## src/tdpt_pkg.sv

```systemverilog
// Shared constants and controller/datapath interface types for the
// trial-division prime test. No dependencies.
`timescale 1ns / 1ps
`default_nettype none

package tdpt_pkg;

   // Candidate width actually tested; upper input bits are ignored.
   localparam int VALUE_WIDTH = 32;
   // Trial divisor width: the divisor never passes sqrt(2^W) + 2.
   localparam int DIV_WIDTH   = VALUE_WIDTH / 2 + 2;
   // Running divisor square: stays below 2^(W+1).
   localparam int SQ_WIDTH    = VALUE_WIDTH + 2;
   // Bit position counter of the serial remainder unit.
   localparam int BIT_WIDTH   = (VALUE_WIDTH > 1) ? $clog2(VALUE_WIDTH) : 1;

   typedef struct packed {
      logic load;       // capture candidate, divisor = 3
      logic div_start;  // clear remainder, point at the top bit
      logic div_step;   // one restoring remainder step
      logic next_div;   // divisor += 2, square updated
   } tdpt_cmd_type;

   typedef struct packed {
      logic lt_two;     // candidate below 2
      logic is_two;     // candidate equals 2
      logic is_even;    // candidate low bit clear
      logic sq_gt_n;    // divisor squared exceeds candidate
      logic div_last;   // current step handles bit 0
      logic rem_zero;   // remainder of last division is zero
   } tdpt_status_type;

endpackage

`default_nettype wire

```

## src/tdpt_ctrl.sv

```systemverilog
// Controller of the prime test: sequences screening, divisor trials and
// the one-cycle result strobe. Depends on tdpt_pkg.
`timescale 1ns / 1ps
`default_nettype none

module tdpt_ctrl
   import tdpt_pkg::*;
(
   input  wire logic            clock,
   input  wire logic            reset,
   input  wire logic            start,
   output logic                 busy,
   input  wire tdpt_status_type status,
   output tdpt_cmd_type         cmd,
   output logic                 rsp_valid,
   output logic                 rsp_prime_flag
);

   typedef enum logic [2:0] {
      S_IDLE,
      S_CHECK,
      S_TEST,
      S_DIV,
      S_REM
   } state_type;

   state_type state_ff, state_in;
   logic      valid_ff, valid_in;
   logic      flag_ff,  flag_in;

   always_comb begin
      state_in      = state_ff;
      valid_in      = 1'b0;
      flag_in       = flag_ff;
      cmd           = '0;
      unique case (state_ff)
         S_IDLE: begin
            if (start) begin
               cmd.load = 1'b1;
               state_in = S_CHECK;
            end
         end
         S_CHECK: begin
            priority if (status.is_two) begin
               valid_in = 1'b1;
               flag_in  = 1'b1;
               state_in = S_IDLE;
            end else if (status.lt_two || status.is_even) begin
               valid_in = 1'b1;
               flag_in  = 1'b0;
               state_in = S_IDLE;
            end else begin
               state_in = S_TEST;
            end
         end
         S_TEST: begin
            if (status.sq_gt_n) begin
               valid_in = 1'b1;
               flag_in  = 1'b1;
               state_in = S_IDLE;
            end else begin
               cmd.div_start = 1'b1;
               state_in      = S_DIV;
            end
         end
         S_DIV: begin
            cmd.div_step = 1'b1;
            if (status.div_last) begin
               state_in = S_REM;
            end
         end
         S_REM: begin
            if (status.rem_zero) begin
               valid_in = 1'b1;
               flag_in  = 1'b0;
               state_in = S_IDLE;
            end else begin
               cmd.next_div = 1'b1;
               state_in     = S_TEST;
            end
         end
         default: begin
            state_in = S_IDLE;
         end
      endcase
   end

   always_ff @(posedge clock) begin
      if (reset) begin
         state_ff <= S_IDLE;
         valid_ff <= 1'b0;
      end else begin
         state_ff <= state_in;
         valid_ff <= valid_in;
      end
      flag_ff <= flag_in;
   end

   assign busy           = (state_ff != S_IDLE);
   assign rsp_valid      = valid_ff;
   assign rsp_prime_flag = flag_ff;

endmodule

`default_nettype wire

```

## config.mk

```make
export PLATFORM = sky130hd
export DESIGN_NAME = tdpt_ctrl
export DESIGN_NICKNAME = d
export VERILOG_FILES = /design/src/tdpt_pkg.sv /design/src/tdpt_ctrl.sv
export SDC_FILE = /design/constraint.sdc
export NUM_CORES = 1
export LEC_CHECK = 0
export BUFFER_PORTS_ARGS = -buffer_cell sky130_fd_sc_hd__buf_2
export CAP_MARGIN = 20
export CORE_AREA = 2 2 39 41
export CTS_BUF_LIST = sky130_fd_sc_hd__clkbuf_16
export DETAILED_ROUTE_END_ITERATION = 8
export DIE_AREA = 0 0 41 43
export GPL_TIMING_DRIVEN = 0
export SYNTH_ARGS = -nofsm -noshare
export SYNTH_HDL_FRONTEND = slang
export SYNTH_SLANG_ARGS = --single-unit
```

## constraint.sdc

```tcl
create_clock -name clock -period 1.45 [get_ports clock]
set_clock_uncertainty 0.15 [all_clocks]
set_input_delay 0.145 -clock clock [delete_from_list [all_inputs] [get_ports clock]]
set_output_delay 0.145 -clock clock [all_outputs]
set_load 0.05 [all_outputs]
```

==> flow_summary_export.csv <==
group,metric,value,unit
worst_setup_path,critPathMaxFanout,8,
sta,finalCritPeriodShare,1.01,
placed_design,globalplace.congestion,0.699,
synth,yosysSeqAreaShare,0.331,
global_routing,grt_pass1_vias,337,
worst_setup_path,worst_r2r_endpoint,"rsp_prime_flag",
final_layout,layout_commonest_cell,"sky130_fd_sc_hd__buf_2",
placed_design,place.port_buffers,15,
placed_design,place_area,443,um^2
global_routing,globalRoute.totalOverflow,0,
drt,detailedRoute.firstIterationViolations,3,
placed_design,dp_hpwl,538,um
cts,clk_path_buf_depth,2,
worst_setup_path,worst-r2r-setup-slack,0.02,ns
sta,setup_slack,-0.0152,ns
die,num_rows,14,
min_path,min_path_type,"input pin to register",
drt,drt_wl_total,868,um
final_layout,final_net_count,72,
cts,numCtsBuffers,3,
die,initial_core_util,0.241,
synth,yosys_warnings,0,
synth,ys_top_cells_by_area,"sky130_fd_sc_hd__dfxtp_1 (24%), sky130_fd_sc_hd__nor4b_4 (14%), sky130_fd_sc_hd__edfxtp_1 (9.0%), sky130_fd_sc_hd__o21ai_0 (6.0%), sky130_fd_sc_hd__buf_4 (4.5%)",
cts,clkSinkCount,5,
global_routing,grt_max_degree,11,
die,boundary_pin_count,16,
global_routing,grt_use_total,0.124,
sta,setup-violations-final,2,
sta,max_clock_freq,682,MHz
worst_setup_path,endpoint,"cmd[3]",
drt,post_drt_via_cell_ratio,4.35,
synth,synth_area_per_cell,9.00,um^2
synth,synthDistinctLibCells,20,
die,dieArea,1760,um^2
sta,rsz_0062_raised_after_global_routing,"true",
outcome,status,"finished with violations",
synth,synthDominantCellAreaShare,0.241,
pwr,power.density,1470,nW/um^2
drt,antenna_violating_nets_post_route,0,
final_layout,flow.area_growth_from_synthesis,83.8,%
cts,cts_tree,"done",
synth,synth_fp_nets,46,
flow_run,timing.max_cap.violations,0,
final_layout,commonest_cells_after_routing_fill_and_taps_aside,"sky130_fd_sc_hd__buf_2 (12), sky130_fd_sc_hd__buf_6 (6), sky130_fd_sc_hd__inv_1 (4), sky130_fd_sc_hd__o21ai_0 (4), sky130_fd_sc_hd__buf_4 (4)",
die,placeableCoreArea,1380,um^2
final_layout,layout-drive-gt1-share,0.548,
worst_setup_path,timing.reg2reg.worst_path_depth,4,
sta,relSlewSlack,0.810,
worst_setup_path,startpoint_type,"register",
global_routing,antenna_found_initial,0,
final_layout,antennaDiodeCount,0,
worst_setup_path,worst_r2r_startpoint,"state_ff[0]",
worst_setup_path,path_type_of_the_worst_setup_path,"register to output pin",
worst_setup_path,critical_path_data_required_time,1.15,ns
drt,routed-via-count,339,
die,die-height,43,um
placed_design,pre_cts_slack,-0.0760,ns
synth,synth_top_area_cell,"sky130_fd_sc_hd__dfxtp_1",
final_layout,final_design_area_no_fill,612,um^2
outcome,violations_in_the_final_reports,"negative setup slack",
cts,clock_tree.htree_level_count,1,
sta,final_max_tran_viols,0,
worst_setup_path,worst_setup_path_startpoint,"state_ff[1]",
synth,ys_ff_latch,5,
worst_setup_path,timing.critical_path.to_type,"output pin",
drt,route.detailed.drc,0,
cts,cts.clk_slew.worst_paths,0.03,ns
sta,hold_viol_final,0,
sta,post-route-min-period,1.47,ns
drt,drt-pass1-iter-count,2,
sta,tightestPinTransition,0.282,ns
cts,worstSkewPairLatency,0.23,ns
cts,clk_root_buffer_cell,"sky130_fd_sc_hd__clkbuf_16",
pwr,ir_drop,0.755,mV
synth,syn_area,333,um^2
drt,route.detailed.wl_per_inst,11.1,um
global_routing,wire_length_of_the_first_global_routing_pass,1420,um
synth,syn_inst,37,
die,die_x,41,um
worst_setup_path,worst-endpoint-arrival,1.17,ns
pwr,leakage,0.286,nW
-- Yosys cell counts --
library cell,instances
sky130_fd_sc_hd__nor2b_1,1
sky130_fd_sc_hd__nor4b_4,2
sky130_fd_sc_hd__nand3b_1,2
sky130_fd_sc_hd__edfxtp_1,1
sky130_fd_sc_hd__nand2_1,1
sky130_fd_sc_hd__nor3b_1,1
sky130_fd_sc_hd__o31a_1,1
sky130_fd_sc_hd__nor4_1,1
sky130_fd_sc_hd__nor3_1,2
sky130_fd_sc_hd__o21ai_0,4
sky130_fd_sc_hd__buf_4,2
sky130_fd_sc_hd__inv_1,4
sky130_fd_sc_hd__nor2_1,4
sky130_fd_sc_hd__a21oi_1,2
sky130_fd_sc_hd__dfxtp_1,4
sky130_fd_sc_hd__o21a_1,1
sky130_fd_sc_hd__a211o_1,1
sky130_fd_sc_hd__or3_1,1
sky130_fd_sc_hd__buf_6,1
sky130_fd_sc_hd__xor2_1,1
-- metal layers --
metal | global-route usage | routed length, um | up-vias
met5 | 0 | 0 | -
met4 | 0.0800 | 14 | 0
met3 | 0.0681 | 86 | 2
met2 | 0.153 | 377 | 14
met1 | 0.160 | 389 | 145
li1 | - | - | 178
-- cell families (layout without fill, tap and decap cells) --
family	Yosys count	after routing	share of synthesized area
and+or+nand+nor	15	15	0.353
AOI/OAI and AO/OA	9	9	0.165
buffers and inverters	7	32	0.124
DFF	5	5	0.331
xor gates and xnor gates	1	1	0.0263
-- power by group --
group	internal, mW	total (mW)	switching (mW)
sequential	0.162	0.172	0.00947
combinational	0.112	0.275	0.162
clock	0.358	0.452	0.0949
-- layout make-up --
| class | instances | area (um^2) |
|---|---|---|
| Clock inverter | 1 | 3.75 |
| Inverter | 4 | 15.0 |
| Clock buffer | 3 | 75.1 |
| Fill cell | 150 | 772 |
| Tap cell | 16 | 20.0 |
| Multi-Input combinational cell | 25 | 203 |
| Timing Repair Buffer | 21 | 149 |
| Buffer | 3 | 33.8 |
| Sequential cell | 5 | 113 |
-- how the worst min path moves through the flow --
stage	startpoint	to	slack, ns	depth (start not counted)
floorplan	reset	state_ff[2]	0.07	1
global route	status[1]	state_ff[2]	0.06	2
global placement	reset	state_ff[2]	0.22	2
CTS	status[1]	state_ff[2]	0.05	2
finish	status[1]	state_ff[2]	0.05	2
detailed placement	reset	state_ff[2]	0.22	2
-- registers in the layout (all words and copies together), names as in the netlist --
signal          cells
rsp_prime_flag      1
rsp_valid           1
state_ff            3
-- worst max-delay path, cell delays in order, from the launching register on --
cell                      delay (ns)
sky130_fd_sc_hd__dfxtp_2        0.30
sky130_fd_sc_hd__buf_6          0.13
sky130_fd_sc_hd__nor3_4         0.20
sky130_fd_sc_hd__inv_2          0.07
sky130_fd_sc_hd__nor2_4         0.09
sky130_fd_sc_hd__buf_8          0.15
-- through the flow --
step | std cells | power [mW] | TNS, ns | utilization | hold WS, ns
after floorplan | 37 | 0.341 | -0.892 | - | 0.0711
after global placement | 68 | 0.385 | -0.0774 | 0.320 | 0.218
after detailed placement | 68 | 0.388 | -0.0859 | 0.320 | 0.215
after CTS | 76 | 0.891 | -0.0531 | 0.423 | 0.0466
after global routing | 78 | 0.939 | -0.250 | 0.442 | 0.0613
final | 78 | 0.899 | -0.0244 | 0.442 | 0.0513
-- timing repair --
action	CTS	global route
gates cloned	1	0
resized for setup	11	4
setup buffers	2	2
endpoints found under the setup margin	6	6
hold endpoints to repair	2	0
hold buffers	1	0
pin swaps	1	1
No activity file was read; power rests on OpenSTA's default activity.
